`config.mk`:
```
export PLATFORM = sky130hd
export DESIGN_NAME = output_script_template_expander
export DESIGN_NICKNAME = d
export VERILOG_FILES = /design/src/hdl/ose_pkg.sv /design/src/hdl/output_script_template_expander.sv
export SDC_FILE = /design/constraint.sdc
export NUM_CORES = 1
export LEC_CHECK = 0
export BUFFER_PORTS_ARGS = -buffer_cell sky130_fd_sc_hd__buf_4
export CAP_MARGIN = 20
export CORE_AREA = 3 3 73 82
export CTS_CLUSTER_DIAMETER = 150
export DETAILED_ROUTE_END_ITERATION = 16
export DIE_AREA = 0 0 76 85
export GPL_TIMING_DRIVEN = 0
export PLACE_DENSITY = 0.68
export SYNTH_ARGS = -nofsm -noshare
export SYNTH_HDL_FRONTEND = slang
export SYNTH_SLANG_ARGS = --single-unit
```
`constraint.sdc`:
```
create_clock -name clk -period 3.4 [get_ports clk]
set_clock_uncertainty 0.1 [all_clocks]
set_input_delay 0.34 -clock clk [delete_from_list [all_inputs] [get_ports clk]]
set_output_delay 0.34 -clock clk [all_outputs]
set_load 0.01 [all_outputs]
```
`src/hdl/ose_pkg.sv`:
```
`timescale 1ns / 1ps

package ose_pkg;

  // Opcode bytes of the expanded scripts.
  localparam logic [7:0] OPC_DUP       = 8'h76;
  localparam logic [7:0] OPC_HASH160   = 8'hA9;
  localparam logic [7:0] OPC_EQ_VERIFY = 8'h88;
  localparam logic [7:0] OPC_CHECK_SIG = 8'hAC;
  localparam logic [7:0] OPC_EQ        = 8'h87;
  localparam logic [7:0] PUSH_HASH     = 8'd20;
  localparam logic [7:0] PUSH_KEY      = 8'd33;

  // Payload lengths of the fixed-length script kinds.
  localparam logic [5:0] HashLen = 6'd20;
  localparam logic [5:0] KeyLen  = 6'd32;

  // Size codes carried by a header.
  localparam logic [7:0] CODE_PKH    = 8'd0;
  localparam logic [7:0] CODE_SH     = 8'd1;
  localparam logic [7:0] CODE_KEY_E  = 8'd2;
  localparam logic [7:0] CODE_KEY_O  = 8'd3;
  localparam logic [7:0] CODE_UNC_E  = 8'd4;
  localparam logic [7:0] CODE_UNC_O  = 8'd5;

  // Input item kinds.
  localparam logic REQ_HEADER  = 1'b0;
  localparam logic REQ_PAYLOAD = 1'b1;

  // Script currently being expanded.
  typedef enum logic [2:0] {
    MODE_IDLE = 3'd0,
    MODE_PKH  = 3'd1,
    MODE_SH   = 3'd2,
    MODE_KEY  = 3'd3,
    MODE_RAW  = 3'd4
  } mode_t;

  // One result waiting for transfer.
  typedef struct packed {
    logic [7:0] dat;
    logic       eos;
    logic       nob;
    logic       uns;
  } res_t;

endpackage

```
`src/hdl/output_script_template_expander.sv`:
```
`timescale 1ns / 1ps

// Streaming expander for compressed output scripts.
// Input channel (in_valid/in_ready): a header item (req_type = 0) carries the
// size code that opens a script; payload items (req_type = 1) carry its bytes.
// Output channel (out_valid/out_ready): one expanded script byte per transfer,
// with end_of_script on the last result of a script; no_byte and unsupported
// flag empty scripts.
// Each accepted item is expanded in the cycle it is accepted into a small
// result buffer of up to three entries; the first result is visible in the
// cycle after the input transfer. The buffer drains one result per cycle
// while out_ready is high. Throughput: an item that gives one or no result
// is accepted every cycle while the receiver keeps out_ready high. An item
// that gives two or three results holds the input until the single output
// port has drained the buffer down to its last result.
// A new item is taken whilst the last buffered result is being transferred.
// When the receiver stalls, the buffer holds its results and in_ready drops
// once a result is pending. Reset empties the buffer and closes any open
// script; no clearing pass is needed.
module output_script_template_expander
  import ose_pkg::*;
(
  input  logic       clk,
  input  logic       rst,
  input  logic       in_valid,
  output logic       in_ready,
  input  logic       req_type,
  input  logic [7:0] size_code,
  input  logic [7:0] data_byte,
  input  logic       last,
  output logic       out_valid,
  input  logic       out_ready,
  output logic [7:0] out_byte,
  output logic       end_of_script,
  output logic       no_byte,
  output logic       unsupported
);

  mode_t       mode, mode_next;
  logic  [5:0] seen, seen_next, seen_inc;
  logic  [1:0] cnt;
  logic  [1:0] ld_cnt;
  res_t        q   [3];
  res_t        ld  [3];
  logic        in_fire, out_fire;

  assign out_valid = (cnt != 2'd0);
  assign in_ready  = (cnt == 2'd0) || ((cnt == 2'd1) && out_ready);
  assign in_fire   = in_valid && in_ready;
  assign out_fire  = out_valid && out_ready;
  assign seen_inc  = seen + 6'd1;

  assign out_byte      = q[0].dat;
  assign end_of_script = q[0].eos;
  assign no_byte       = q[0].nob;
  assign unsupported   = q[0].uns;

  // Expansion of the incoming item into its results and the next script state.
  always_comb begin
    mode_next = mode;
    seen_next = seen;
    ld_cnt    = 2'd0;
    for (int i = 0; i < 3; i++) begin
      ld[i] = '0;
    end
    if (req_type == REQ_HEADER) begin
      mode_next = MODE_IDLE;
      seen_next = 6'd0;
      priority if (size_code == CODE_PKH) begin
        ld[0].dat = OPC_DUP;
        ld[1].dat = OPC_HASH160;
        ld[2].dat = PUSH_HASH;
        ld_cnt    = 2'd3;
        mode_next = MODE_PKH;
      end else if (size_code == CODE_SH) begin
        ld[0].dat = OPC_HASH160;
        ld[1].dat = PUSH_HASH;
        ld_cnt    = 2'd2;
        mode_next = MODE_SH;
      end else if (size_code == CODE_KEY_E || size_code == CODE_KEY_O) begin
        ld[0].dat = PUSH_KEY;
        ld[1].dat = size_code;
        ld_cnt    = 2'd2;
        mode_next = MODE_KEY;
      end else if (size_code == CODE_UNC_E || size_code == CODE_UNC_O) begin
        ld[0].eos = 1'b1;
        ld[0].nob = 1'b1;
        ld[0].uns = 1'b1;
        ld_cnt    = 2'd1;
      end else if (last) begin
        ld[0].eos = 1'b1;
        ld[0].nob = 1'b1;
        ld_cnt    = 2'd1;
      end else begin
        mode_next = MODE_RAW;
      end
    end else begin
      ld[0].dat = data_byte;
      unique case (mode)
        MODE_PKH, MODE_SH: begin
          if (seen_inc >= HashLen) begin
            mode_next = MODE_IDLE;
            seen_next = 6'd0;
            if (mode == MODE_PKH) begin
              ld[1].dat = OPC_EQ_VERIFY;
              ld[2].dat = OPC_CHECK_SIG;
              ld[2].eos = 1'b1;
              ld_cnt    = 2'd3;
            end else begin
              ld[1].dat = OPC_EQ;
              ld[1].eos = 1'b1;
              ld_cnt    = 2'd2;
            end
          end else begin
            seen_next = seen_inc;
            ld_cnt    = 2'd1;
          end
        end
        MODE_KEY: begin
          if (seen_inc >= KeyLen) begin
            mode_next = MODE_IDLE;
            seen_next = 6'd0;
            ld[1].dat = OPC_CHECK_SIG;
            ld[1].eos = 1'b1;
            ld_cnt    = 2'd2;
          end else begin
            seen_next = seen_inc;
            ld_cnt    = 2'd1;
          end
        end
        MODE_RAW: begin
          ld[0].eos = last;
          ld_cnt    = 2'd1;
          if (last) begin
            mode_next = MODE_IDLE;
          end
        end
        default: begin
          // Payload outside a script is dropped.
          mode_next = MODE_IDLE;
        end
      endcase
    end
  end

  // Script state and result count.
  always_ff @(posedge clk) begin
    if (rst) begin
      mode <= MODE_IDLE;
      seen <= 6'd0;
      cnt  <= 2'd0;
    end else begin
      if (in_fire) begin
        mode <= mode_next;
        seen <= seen_next;
        cnt  <= ld_cnt;
      end else if (out_fire) begin
        cnt <= cnt - 2'd1;
      end
    end
  end

  // Result buffer: loaded on an input transfer, shifted on an output transfer.
  always_ff @(posedge clk) begin
    if (in_fire) begin
      q[0] <= ld[0];
      q[1] <= ld[1];
      q[2] <= ld[2];
    end else if (out_fire) begin
      q[0] <= q[1];
      q[1] <= q[2];
    end
  end

endmodule

```
==> impl_metrics.py <==
metrics = {
    "power": {
        "leakagePower_uw": 0.00101,
        "peakVddDrop_uv": 216,
        "powerDensity_mw_per_mm2": 641,
    },
    "logic_synthesis": {
        "synthAdderAreaFrac_pct": 2.44,
        "yosys-top-cells-count": "nand2_1 (31), edfxtp_1 (24), nor2_1 (17)",
        "synth_top_family_by_area": "simple AND/OR/NAND/NOR gates",
        "syn-num-nets": 241,
        "synthFlopType": "edfxtp_1",
        "netlist_area_sq_mm": 0.00205,
        "synth.mux.area_fraction_pct": 1.59,
        "yosysWarnings": 0,
        "yosys.area_share.simple_pct": 23.7,
        "synth-edff-count": 24,
        "synthXorXnorAreaFrac_pct": 0.427,
        "avgSynthCellArea_sq_um": 9.53,
        "synth_cell_types": 57,
        "yosysMostFrequentCell": "nand2_1",
        "synthArstFlopShare_pct": 0,
        "synth.largest_area_cell": "edfxtp_1",
        "yosys_register_bits": 35,
        "synth_compound_area_share_pct": 19.4,
        "yosys-top-cells-area": "edfxtp_1 (35%), dfxtp_1 (11%), nand2_1 (5.7%)",
        "synth_top_area_share_pct": 35.2,
        "netlist_instances": 215,
        "yosysSeqAreaShare_pct": 45.9,
    },
    "critical_path": {
        "crit_arrival_ns": 2.46,
        "critPathMaxStageDelay_ns": 0.41,
        "cp-end-kind": "register",
        "path_buf_inv": 1,
        "r2r_slack_ns": 1.02,
        "worstPathCellList": "ha_1 > clkbuf_2 > and4b_1 > o2bb2ai_1 > o22ai_2 > a21o_1 > mux2_2",
        "crit_required_ns": 3.48,
        "slowest_stage": "o22ai_2",
        "r2r_cells": 7,
        "r2r_start": "seen[0]",
        "worst_setup_path_start_kind": "register",
        "critPathKind": "reg -> reg",
        "r2r-end": "mode[1]",
        "crit_family": "compound AO/OA/AOI/OAI gates",
        "cp_max_fo": 9,
    },
    "finish": {
        "layout.nets": 281,
        "drive_gt1_share_pct": 27.0,
        "regArea_sq_um": 941,
        "fillers": 499,
        "area_delta_synth_final_pct": 22.2,
        "multi_input_area_sq_um": 978,
        "diodes": 0,
        "utilization_pct": 47.3,
    },
    "clocking": {
        "cts.sinks": 35,
        "cts_max_level": 2,
        "holdBufCountCts": 0,
        "max-clock-path-buffers": 2,
        "post_cts_buffers": 0,
        "cts_buffers": 5,
        "root_buffer": "clkbuf_8",
        "cts_tree": "done",
        "clkLatencyLatePin_ns": 0.29,
        "clk_pin_slew_worst_paths_ns": 0.07,
        "ctsResizeCount": 0,
    },
    "min_path": {
        "worstHoldStart": "rst",
        "hold_depth": 3,
        "min_path_type": "in -> reg",
        "min_delay_worst_endpoint": "cnt[1]",
    },
    "job": {
        "maxCapViolCount": 0,
    },
    "sta": {
        "slew_viol_final": 0,
        "final-hold-violation-count": 0,
        "grt_setup_unrepaired": "false",
        "tns_ns": 0,
        "post-route-min-period_ns": 2.38,
        "worst_pin_slew_ns": 0.885,
        "max_slew_margin_pct": 40.9,
        "timing.final.crit_share_pct": 70.0,
        "fmax_mhz": 420,
        "setup_violations": 0,
    },
    "grt": {
        "antenna_found_initial": 0,
        "grt_pass1_vias": 1601,
        "grt_pass1_wl_um": 7470,
        "grt_max_degree": 24,
        "overflow": 0,
        "grt.total_usage_pct": 14.1,
    },
    "floorplanning": {
        "dieArea_sq_mm": 0.00646,
        "core-area_sq_mm": 0.00529,
        "die-width_um": 76,
        "start_util_pct": 38.7,
        "rows": 28,
        "die_h_um": 85,
        "io_pins": 35,
    },
    "routing": {
        "drc": 0,
        "dr_wl_met2_um": 2210,
        "detail_route.wl_per_cell_um": 13.6,
        "dr.first_iter.drc_count": 83,
        "routed_wl_um": 4490,
        "m1WireLength_um": 1970,
        "viasPerCell": 5.24,
        "dr_wl_met3_um": 236,
        "ant_nets": 0,
        "drt_pass1_iterations": 4,
        "top_layer": "met4",
        "vias": 1735,
    },
    "placement": {
        "hpwl_um": 3230,
        "port_buffers": 33,
        "gp_congestion": 0.798,
    },
    "run_status": {
        "run_status": "completed",
    },
}
==> how the worst max path moves through the flow <==
stage,start,endpoint,slack [ns],depth (start not counted)
finish,seen[0],mode[1],1.02,7
global route,seen[0],mode[2],0.91,7
CTS,seen[0],mode[1],1.05,7
detailed placement,seen[0],mode[2],1.07,7
global placement,seen[0],mode[2],1.08,7
floorplan,seen[0],mode[1],1.29,7
==> logic make-up (layout without fill, tap and decap cells) <==
logic type / count (synthesis) / after routing
simple gates: 89 / 89
compound gates: 57 / 57
flops: 35 / 35
buf+inv: 25 / 66
fa+ha+maj: 4 / 4
mux: 3 / 3
other cells: 1 / 1
xor+xnor: 1 / 1
==> where the power goes <==
part	leakage [uW]	switching, uW	internal, uW	total (uW)
Sequential	0.000330	34.9	636	671
Clock	0.0000581	161	218	379
Combinational	0.000618	304	251	555
Total	0.00101	500	1110	1610
==> registers in the layout, summed over array words and instances (netlist names) <==
name / count
q: 24
seen: 6
mode: 3
cnt: 2
==> per-stage QoR <==
stage	hold WS, ns	total power [uW]	area (sq um)	cells	setup WS [ns]
floorplan	0.384	1030	2050	215	1.29
global placement	0.391	1230	2390	323	1.08
detailed placement	0.391	1240	2390	323	1.07
CTS	0.250	1620	2500	331	1.05
global route	0.266	1700	2500	331	0.907
finish	0.256	1610	2500	331	1.02
==> layer usage <==
layer  GRT usage [%]  up-vias
met2            25.3       46
met1            16.0      809
li1                -      874
met3            3.72        6
met4            5.93        0
met5               0        -
==> worst reg2reg max path, stage by stage, from the launching register on <==
cell       delay [ns]
dfxtp_1          0.37
ha_1             0.21
clkbuf_2         0.16
and4b_1          0.24
o2bb2ai_1        0.18
o22ai_2          0.41
a21o_1           0.26
mux2_2           0.35
==> placed cells by master, fill, tap and decap left out, drive strengths merged, types with 8 or more instances in the layout <==
| cell | count |
|---|---|
| o21ai | 12 |
| nand2 | 31 |
| nor2 | 18 |
| nand3 | 12 |
| a21oi | 15 |
| edfxtp | 24 |
| buf | 43 |
| dfxtp | 11 |
| inv | 8 |
| clkbuf | 12 |
==> cell type report <==
type | count | area share [%]
multi-input cells | 155 | 39.1
plain buffers | 17 | 4.00
well taps | 75 | 3.75
clock buffers | 5 | 2.75
repair buffers | 33 | 9.90
flip-flops and latches | 35 | 37.6
clock inverters | 3 | 1.75
inverters | 8 | 1.20
No activity file was read; power rests on OpenSTA's default activity.
